==> src/sv/lr_pkg.sv <==
// ----------------------------------------------------------------------------
// lr_pkg
// Shared types and constants for the line rasterizer.
// ----------------------------------------------------------------------------
`default_nettype none

package lr_pkg;

  // width of the color carried with every pixel
  localparam int ColorW = 8;

  // stepping directions for the major (a) and minor (b) axes
  typedef struct packed {
    logic a_neg;
    logic b_neg;
  } lr_dir_t;

endpackage

`default_nettype wire

==> src/sv/lr_if.sv <==
// ----------------------------------------------------------------------------
// lr_req_if / lr_pix_if
// Valid/ready channels for line requests and emitted pixels.
// ----------------------------------------------------------------------------
`default_nettype none

interface lr_req_if #(
  parameter int CoordBits = 6
);
  import lr_pkg::*;

  logic                 valid;
  logic                 ready;
  logic [CoordBits-1:0] start_x;
  logic [CoordBits-1:0] start_y;
  logic [CoordBits-1:0] end_x;
  logic [CoordBits-1:0] end_y;
  logic [ColorW-1:0]    line_color;

  modport source (
    output valid, start_x, start_y, end_x, end_y, line_color,
    input  ready
  );

  modport sink (
    input  valid, start_x, start_y, end_x, end_y, line_color,
    output ready
  );
endinterface

interface lr_pix_if #(
  parameter int CoordBits = 6
);
  import lr_pkg::*;

  logic                 valid;
  logic                 ready;
  logic [CoordBits-1:0] pixel_x;
  logic [CoordBits-1:0] pixel_y;
  logic [ColorW-1:0]    pixel_color;
  logic                 last_pixel;

  modport source (
    output valid, pixel_x, pixel_y, pixel_color, last_pixel,
    input  ready
  );

  modport sink (
    input  valid, pixel_x, pixel_y, pixel_color, last_pixel,
    output ready
  );
endinterface

`default_nettype wire

==> src/sv/lr_step_unit.sv <==
// ----------------------------------------------------------------------------
// lr_step_unit
// Bresenham step: accumulates the error term, decides the minor-axis move,
// steps the major coordinate by one pixel and the minor one only on a move.
// ----------------------------------------------------------------------------
`default_nettype none

module lr_step_unit
  import lr_pkg::*;
#(
  parameter int COORD_BITS = 6
) (
  input  wire logic [COORD_BITS:0]   err_i,
  input  wire logic [COORD_BITS-1:0] da_i,
  input  wire logic [COORD_BITS-1:0] db_i,
  input  wire logic [COORD_BITS-1:0] a_i,
  input  wire logic [COORD_BITS-1:0] b_i,
  input  wire lr_dir_t               dir_i,
  output logic      [COORD_BITS:0]   err_o,
  output logic      [COORD_BITS-1:0] a_o,
  output logic      [COORD_BITS-1:0] b_o
);

  logic [COORD_BITS+1:0] sum;
  logic [COORD_BITS+1:0] lim;
  logic [COORD_BITS+1:0] diff;
  logic                  hit;

  always_comb begin
    sum  = {1'b0, err_i} + {2'b00, db_i} + {{(COORD_BITS+1){1'b0}}, 1'b1};
    lim  = {2'b00, da_i} + {{(COORD_BITS+1){1'b0}}, 1'b1};
    hit  = (sum >= lim);
    diff = sum - lim;
    // err stays below da+1, so it fits one bit above the coordinate width
    err_o = hit ? diff[COORD_BITS:0] : sum[COORD_BITS:0];
    a_o   = dir_i.a_neg ? a_i - 1'b1 : a_i + 1'b1;
    if (hit) begin
      b_o = dir_i.b_neg ? b_i - 1'b1 : b_i + 1'b1;
    end else begin
      b_o = b_i;
    end
  end

endmodule

`default_nettype wire

==> src/sv/line_rasterizer_core.sv <==
// After a request is accepted the sequencer enters a setup state; the run
// state that follows registers the first pixel into the output slot.
// In the run state one pixel per cycle comes out of the step unit while the
//   output slot is free. A zero-length line returns to idle, emitting nothing.
// Reset (async, active low) returns the sequencer to idle and drops valid;
//   no state is kept between requests.
// ----------------------------------------------------------------------------
// line_rasterizer_core
// Bresenham line rasterizer: one request in, one pixel per major-axis step out.
// ----------------------------------------------------------------------------
`default_nettype none

module line_rasterizer_core
  import lr_pkg::*;
#(
  parameter int COORD_BITS = 6
) (
  input  wire logic clk_i,
  input  wire logic rst_ni,
  lr_req_if.sink    req_i,
  lr_pix_if.source  pix_o
);

  localparam logic [1:0] StIdle  = 2'd0;
  localparam logic [1:0] StSetup = 2'd1;
  localparam logic [1:0] StRun   = 2'd2;

  logic [1:0] state_q, state_d;

  logic [COORD_BITS-1:0] sx_q, sy_q, ex_q, ey_q;
  logic [ColorW-1:0]     color_q;

  logic [COORD_BITS-1:0] a_q, a_d, b_q, b_d;
  logic [COORD_BITS-1:0] da_q, da_d, db_q, db_d;
  logic [COORD_BITS-1:0] rem_q, rem_d;
  logic [COORD_BITS:0]   err_q, err_d;
  logic                  xmaj_q, xmaj_d;
  lr_dir_t               dir_q, dir_d;

  logic                  pix_valid_q, pix_valid_d;
  logic [COORD_BITS-1:0] pix_x_q, pix_x_d, pix_y_q, pix_y_d;
  logic [ColorW-1:0]     pix_color_q, pix_color_d;
  logic                  pix_last_q, pix_last_d;

  logic [COORD_BITS-1:0] span_x, span_y;
  logic                  x_neg, y_neg;
  logic [COORD_BITS:0]   su_err;
  logic [COORD_BITS-1:0] su_a, su_b;
  logic                  slot_free;
  logic                  req_fire;

  assign req_i.ready = (state_q == StIdle);
  assign req_fire    = req_i.valid && req_i.ready;
  assign slot_free   = !pix_valid_q || pix_o.ready;

  assign pix_o.valid       = pix_valid_q;
  assign pix_o.pixel_x     = pix_x_q;
  assign pix_o.pixel_y     = pix_y_q;
  assign pix_o.pixel_color = pix_color_q;
  assign pix_o.last_pixel  = pix_last_q;

  lr_step_unit #(
    .COORD_BITS(COORD_BITS)
  ) u_step (
    .err_i (err_q),
    .da_i  (da_q),
    .db_i  (db_q),
    .a_i   (a_q),
    .b_i   (b_q),
    .dir_i (dir_q),
    .err_o (su_err),
    .a_o   (su_a),
    .b_o   (su_b)
  );

  always_comb begin
    x_neg  = (ex_q < sx_q);
    y_neg  = (ey_q < sy_q);
    span_x = x_neg ? sx_q - ex_q : ex_q - sx_q;
    span_y = y_neg ? sy_q - ey_q : ey_q - sy_q;

    state_d     = state_q;
    a_d         = a_q;
    b_d         = b_q;
    da_d        = da_q;
    db_d        = db_q;
    rem_d       = rem_q;
    err_d       = err_q;
    xmaj_d      = xmaj_q;
    dir_d       = dir_q;
    pix_valid_d = pix_valid_q && !pix_o.ready;
    pix_x_d     = pix_x_q;
    pix_y_d     = pix_y_q;
    pix_color_d = pix_color_q;
    pix_last_d  = pix_last_q;

    unique case (state_q)
      StIdle: begin
        if (req_fire) begin
          state_d = StSetup;
        end
      end
      StSetup: begin
        // ties in span step along y
        xmaj_d = (span_x > span_y);
        err_d  = '0;
        if (span_x > span_y) begin
          a_d         = sx_q;
          b_d         = sy_q;
          da_d        = span_x;
          db_d        = span_y;
          dir_d.a_neg = x_neg;
          dir_d.b_neg = y_neg;
        end else begin
          a_d         = sy_q;
          b_d         = sx_q;
          da_d        = span_y;
          db_d        = span_x;
          dir_d.a_neg = y_neg;
          dir_d.b_neg = x_neg;
        end
        rem_d = xmaj_d ? span_x : span_y;
        if (span_x == '0 && span_y == '0) begin
          state_d = StIdle;
        end else begin
          state_d = StRun;
        end
      end
      StRun: begin
        if (slot_free) begin
          pix_valid_d = 1'b1;
          pix_x_d     = xmaj_q ? a_q : b_q;
          pix_y_d     = xmaj_q ? b_q : a_q;
          pix_color_d = color_q;
          pix_last_d  = (rem_q == '0);
          a_d         = su_a;
          b_d         = su_b;
          err_d       = su_err;
          rem_d       = rem_q - 1'b1;
          if (rem_q == '0) begin
            state_d = StIdle;
          end
        end
      end
      default: begin
        state_d = StIdle;
      end
    endcase
  end

  always_ff @(posedge clk_i or negedge rst_ni) begin
    if (!rst_ni) begin
      state_q     <= StIdle;
      pix_valid_q <= 1'b0;
    end else begin
      state_q     <= state_d;
      pix_valid_q <= pix_valid_d;
    end
  end

  always_ff @(posedge clk_i) begin
    if (req_fire) begin
      sx_q    <= req_i.start_x;
      sy_q    <= req_i.start_y;
      ex_q    <= req_i.end_x;
      ey_q    <= req_i.end_y;
      color_q <= req_i.line_color;
    end
    a_q         <= a_d;
    b_q         <= b_d;
    da_q        <= da_d;
    db_q        <= db_d;
    rem_q       <= rem_d;
    err_q       <= err_d;
    xmaj_q      <= xmaj_d;
    dir_q       <= dir_d;
    pix_x_q     <= pix_x_d;
    pix_y_q     <= pix_y_d;
    pix_color_q <= pix_color_d;
    pix_last_q  <= pix_last_d;
  end

endmodule

`default_nettype wire

==> src/flat_wrapper.sv <==
// flat-port wrapper written by rule: the top's interface ports become plain ports
module line_rasterizer_core_flat import lr_pkg::*;
#(
  parameter int COORD_BITS = 6
)
  (clk_i, rst_ni, req_i_valid, req_i_start_x, req_i_start_y, req_i_end_x, req_i_end_y, req_i_line_color, req_i_ready, pix_o_valid, pix_o_pixel_x, pix_o_pixel_y, pix_o_pixel_color, pix_o_last_pixel, pix_o_ready);
  lr_req_if #(.CoordBits((6))) req_i_i ();
  lr_pix_if #(.CoordBits((6))) pix_o_i ();
  input  wire logic clk_i;
  input  wire logic rst_ni;
  input wire logic [$bits(req_i_i.valid)-1:0] req_i_valid;
  input wire logic [$bits(req_i_i.start_x)-1:0] req_i_start_x;
  input wire logic [$bits(req_i_i.start_y)-1:0] req_i_start_y;
  input wire logic [$bits(req_i_i.end_x)-1:0] req_i_end_x;
  input wire logic [$bits(req_i_i.end_y)-1:0] req_i_end_y;
  input wire logic [$bits(req_i_i.line_color)-1:0] req_i_line_color;
  output wire logic [$bits(req_i_i.ready)-1:0] req_i_ready;
  output wire logic [$bits(pix_o_i.valid)-1:0] pix_o_valid;
  output wire logic [$bits(pix_o_i.pixel_x)-1:0] pix_o_pixel_x;
  output wire logic [$bits(pix_o_i.pixel_y)-1:0] pix_o_pixel_y;
  output wire logic [$bits(pix_o_i.pixel_color)-1:0] pix_o_pixel_color;
  output wire logic [$bits(pix_o_i.last_pixel)-1:0] pix_o_last_pixel;
  input wire logic [$bits(pix_o_i.ready)-1:0] pix_o_ready;
  assign req_i_i.valid = req_i_valid;
  assign req_i_i.start_x = req_i_start_x;
  assign req_i_i.start_y = req_i_start_y;
  assign req_i_i.end_x = req_i_end_x;
  assign req_i_i.end_y = req_i_end_y;
  assign req_i_i.line_color = req_i_line_color;
  assign req_i_ready = req_i_i.ready;
  assign pix_o_valid = pix_o_i.valid;
  assign pix_o_pixel_x = pix_o_i.pixel_x;
  assign pix_o_pixel_y = pix_o_i.pixel_y;
  assign pix_o_pixel_color = pix_o_i.pixel_color;
  assign pix_o_last_pixel = pix_o_i.last_pixel;
  assign pix_o_i.ready = pix_o_ready;
  line_rasterizer_core #(.COORD_BITS(COORD_BITS)) u_core (.clk_i(clk_i), .rst_ni(rst_ni), .req_i(req_i_i), .pix_o(pix_o_i));
endmodule
==> config.mk <==
export PLATFORM = sky130hd
export DESIGN_NAME = line_rasterizer_core_flat
export DESIGN_NICKNAME = d
export VERILOG_FILES = /design/src/sv/lr_pkg.sv /design/src/sv/lr_if.sv /design/src/sv/lr_step_unit.sv /design/src/sv/line_rasterizer_core.sv /design/src/flat_wrapper.sv
export SDC_FILE = /design/constraint.sdc
export NUM_CORES = 1
export LEC_CHECK = 0
export BUFFER_PORTS_ARGS = -buffer_cell sky130_fd_sc_hd__buf_4
export CAP_MARGIN = 20
export CORE_MARGIN = 2
export CORE_UTILIZATION = 30
export CTS_CLUSTER_DIAMETER = 80
export DETAILED_ROUTE_END_ITERATION = 10
export GPL_ROUTABILITY_DRIVEN = 0
export PLACE_DENSITY = 0.5
export SLEW_MARGIN = 30
export SYNTH_ARGS = -nofsm -noshare
export SYNTH_HDL_FRONTEND = slang
export SYNTH_SLANG_ARGS = --single-unit
==> constraint.sdc <==
create_clock -name clk_i -period 4.1 [get_ports clk_i]
set_clock_uncertainty 0.05 [all_clocks]
set_input_delay 0.205 -clock clk_i [delete_from_list [all_inputs] [get_ports clk_i]]
set_output_delay 0.205 -clock clk_i [all_outputs]
set_load 0.02 [all_outputs]
==> flow_metrics.tcl <==
set metrics [dict create \
    wl_per_cell_um 14.5 \
    endpoint_kind "flop" \
    vias_per_cell 4.63 \
    syn_nets 598 \
    drcViolationCount 0 \
    diodes 0 \
    clk_pin_slew_ns 0.07 \
    met1_usage_pct 17.6 \
    numCtsBuffers 9 \
    portBuffers 58 \
    die-area_um2 20500 \
    worstSetupPathType "reg -> reg" \
    fmax_mhz 254 \
    dpl.hpwl_um 9390 \
    synthAdderAreaFrac_pct 13.9 \
    drv_cap 0 \
    ys_seq_elements 96 \
    syn_to_final_growth_pct 27.5 \
    synth_xor_area_share_pct 4.36 \
    synth-compound-area-share_pct 12.2 \
    clock-sinks 96 \
    busiest_layer "met2" \
    dr.pass1.iters 4 \
    cts_tree "yes" \
    worst_slew_pin_slew_ns 0.940 \
    final_common_cell "edfxtp_1" \
    post-route-period-util_pct 96.0 \
    io_pins 59 \
    setup_tns_ns 0 \
    die-width_um 143 \
    status "finished clean" \
    root_buffer "clkbuf_16" \
    routed_wl_um 12700 \
    antenna_left 0 \
    synth.distinct_cells 55 \
    coreArea_um2 18900 \
    yosysWarnings 0 \
    multi_input_area_um2 2770 \
    finalHoldViolations 0 \
    synth-simple-area-share_pct 8.21 \
    start_kind "flop" \
    seqCellArea_um2 2870 \
    async_flop_share_pct 3.13 \
    drtIter0Drc 159 \
    start_util_pct 30.8 \
    die_height_um 143 \
    fp-row-count 50 \
    synth_top_family_by_area "adder cells" \
    grt_use_met2_pct 20.3 \
    htreeDepth 3 \
    cp_data_arrival_time_ns 3.99 \
    vias 4062 \
    layout.nets 708 \
    critPathRequiredTime_ns 4.16 \
    syn_avg_cell_area_um2 11.6 \
    grt_overflow_total 0 \
    synth_edf_count 93 \
    syn_area_um2 5820 \
    grt_pass1_wl_um 20200 \
    path_max_fanout 14 \
    slew_headroom_pct 37.3 \
    yosysSeqAreaShare_pct 49.2 \
    grt_use_total_pct 12.7 \
    final_cell_mix "edfxtp_1, buf_4, inv_1" \
    period_needed_ns 3.94 \
    hold_path.class "in -> reg" \
    synthCells 502 \
    grt_max_degree 33 \
    report.final.slew_viol_count 0 \
    met3_usage_pct 2.70 \
    clk_path_buf_depth 2 \
    insertion_delay_ns 0.35 \
    synth.mux.area_fraction_pct 7.20 \
    synth_flop_cell "edfxtp_1" \
    n_fill_cell 1863 \
    grt_pass1_vias 3969 \
    antenna_found_initial 0 \
    setup_violations 0 \
    layout-drive-gt1-share_pct 21.6 \
]
## cell type report
type	instances	share of cell area, %
clock inverters	6	0.792
repair buffers	113	12.9
inverters	57	2.88
clock buffers	10	3.08
well taps	260	4.38
flip-flops and latches	96	38.6
multi-input cells	335	37.3
## final timing paths
path                                   startpoint                     endpoint  slack, ns  cells after the start
worst max register to register     u_core.ex_q[0]              u_core.rem_q[3]       0.16                     18
worst min register to register  u_core.color_q[3]  u_core.pix_o.pixel_color[3]       0.37                      0
min in group asynchronous                  rst_ni           u_core.pix_o.valid       0.14                      2
worst min-delay path                  req_i_valid            u_core.state_q[0]       0.03                      2
worst max-delay path               u_core.ex_q[0]              u_core.rem_q[3]       0.16                     18
max in group asynchronous                  rst_ni            u_core.state_q[1]       3.77                      2
## layer usage
layer	share of wire [%]	up-vias
li1	-	2024
met1	48	1946
met2	46	82
met3	4.5	10
met4	1.2	0
met5	0	-
## metrics by stage
step | utilization (%) | instances | worst slack [ns] | hold slack, ns | instance area, µm²
after floorplan | - | 502 | 0.377 | -0.141 | 5820
after global placement | 35.0 | 816 | 0.173 | -0.0537 | 6610
after detailed placement | 35.0 | 816 | 0.0473 | -0.0514 | 6610
after CTS | 38.3 | 865 | 0.0470 | 0.0211 | 7230
after global routing | 39.3 | 877 | -0.0460 | 0.0375 | 7420
final | 39.3 | 877 | 0.164 | 0.0337 | 7420
## cells in the mapped netlist, types with 8 or more instances
cell type / n / area, µm²
nand2b_1: 9 / 56.3
ha_1: 52 / 651
mux2_2: 14 / 158
nand2_1: 31 / 116
xnor2_1: 17 / 149
mux2i_1: 25 / 250
edfxtp_1: 93 / 2790
xor2_1: 12 / 105
inv_1: 57 / 214
a21oi_1: 30 / 150
nor2_1: 16 / 60.1
a21o_1: 18 / 135
o21ai_0: 34 / 170
fa_1: 8 / 160
## kinds of logic (layout without fill, tap and decap cells)
family / after synthesis / after routing
compound gates: 111 / 111
xor+xnor: 29 / 29
fa+ha+maj: 60 / 60
buf+inv: 71 / 186
flops: 96 / 96
mux: 40 / 40
simple gates: 95 / 95
## critical path, stage by stage (launching register included)
cell       delay [ns]
edfxtp_1         0.39
inv_1            0.07
ha_1             0.15
inv_1            0.06
fa_2             0.36
a21o_1           0.17
nand4_1          0.08
and2_4           0.22
mux2_2           0.37
a21oi_4          0.18
ha_1             0.27
a21oi_1          0.16
nor2b_1          0.06
o21ai_1          0.15
a32oi_2          0.12
buf_4            0.18
clkbuf_16        0.17
a21o_1           0.21
mux2_2           0.26
## timing repair
action | in CTS | in global routing
setup endpoints to repair | 0 | 29
hold endpoints to repair | 35 | 0
hold buffers | 33 | 0
resized for setup | 0 | 22
buffers inserted | 0 | 11
Power is left out: the tool's default activity adds up to more than one toggle a clock period on the data nets, which glitch-free logic cannot reach.
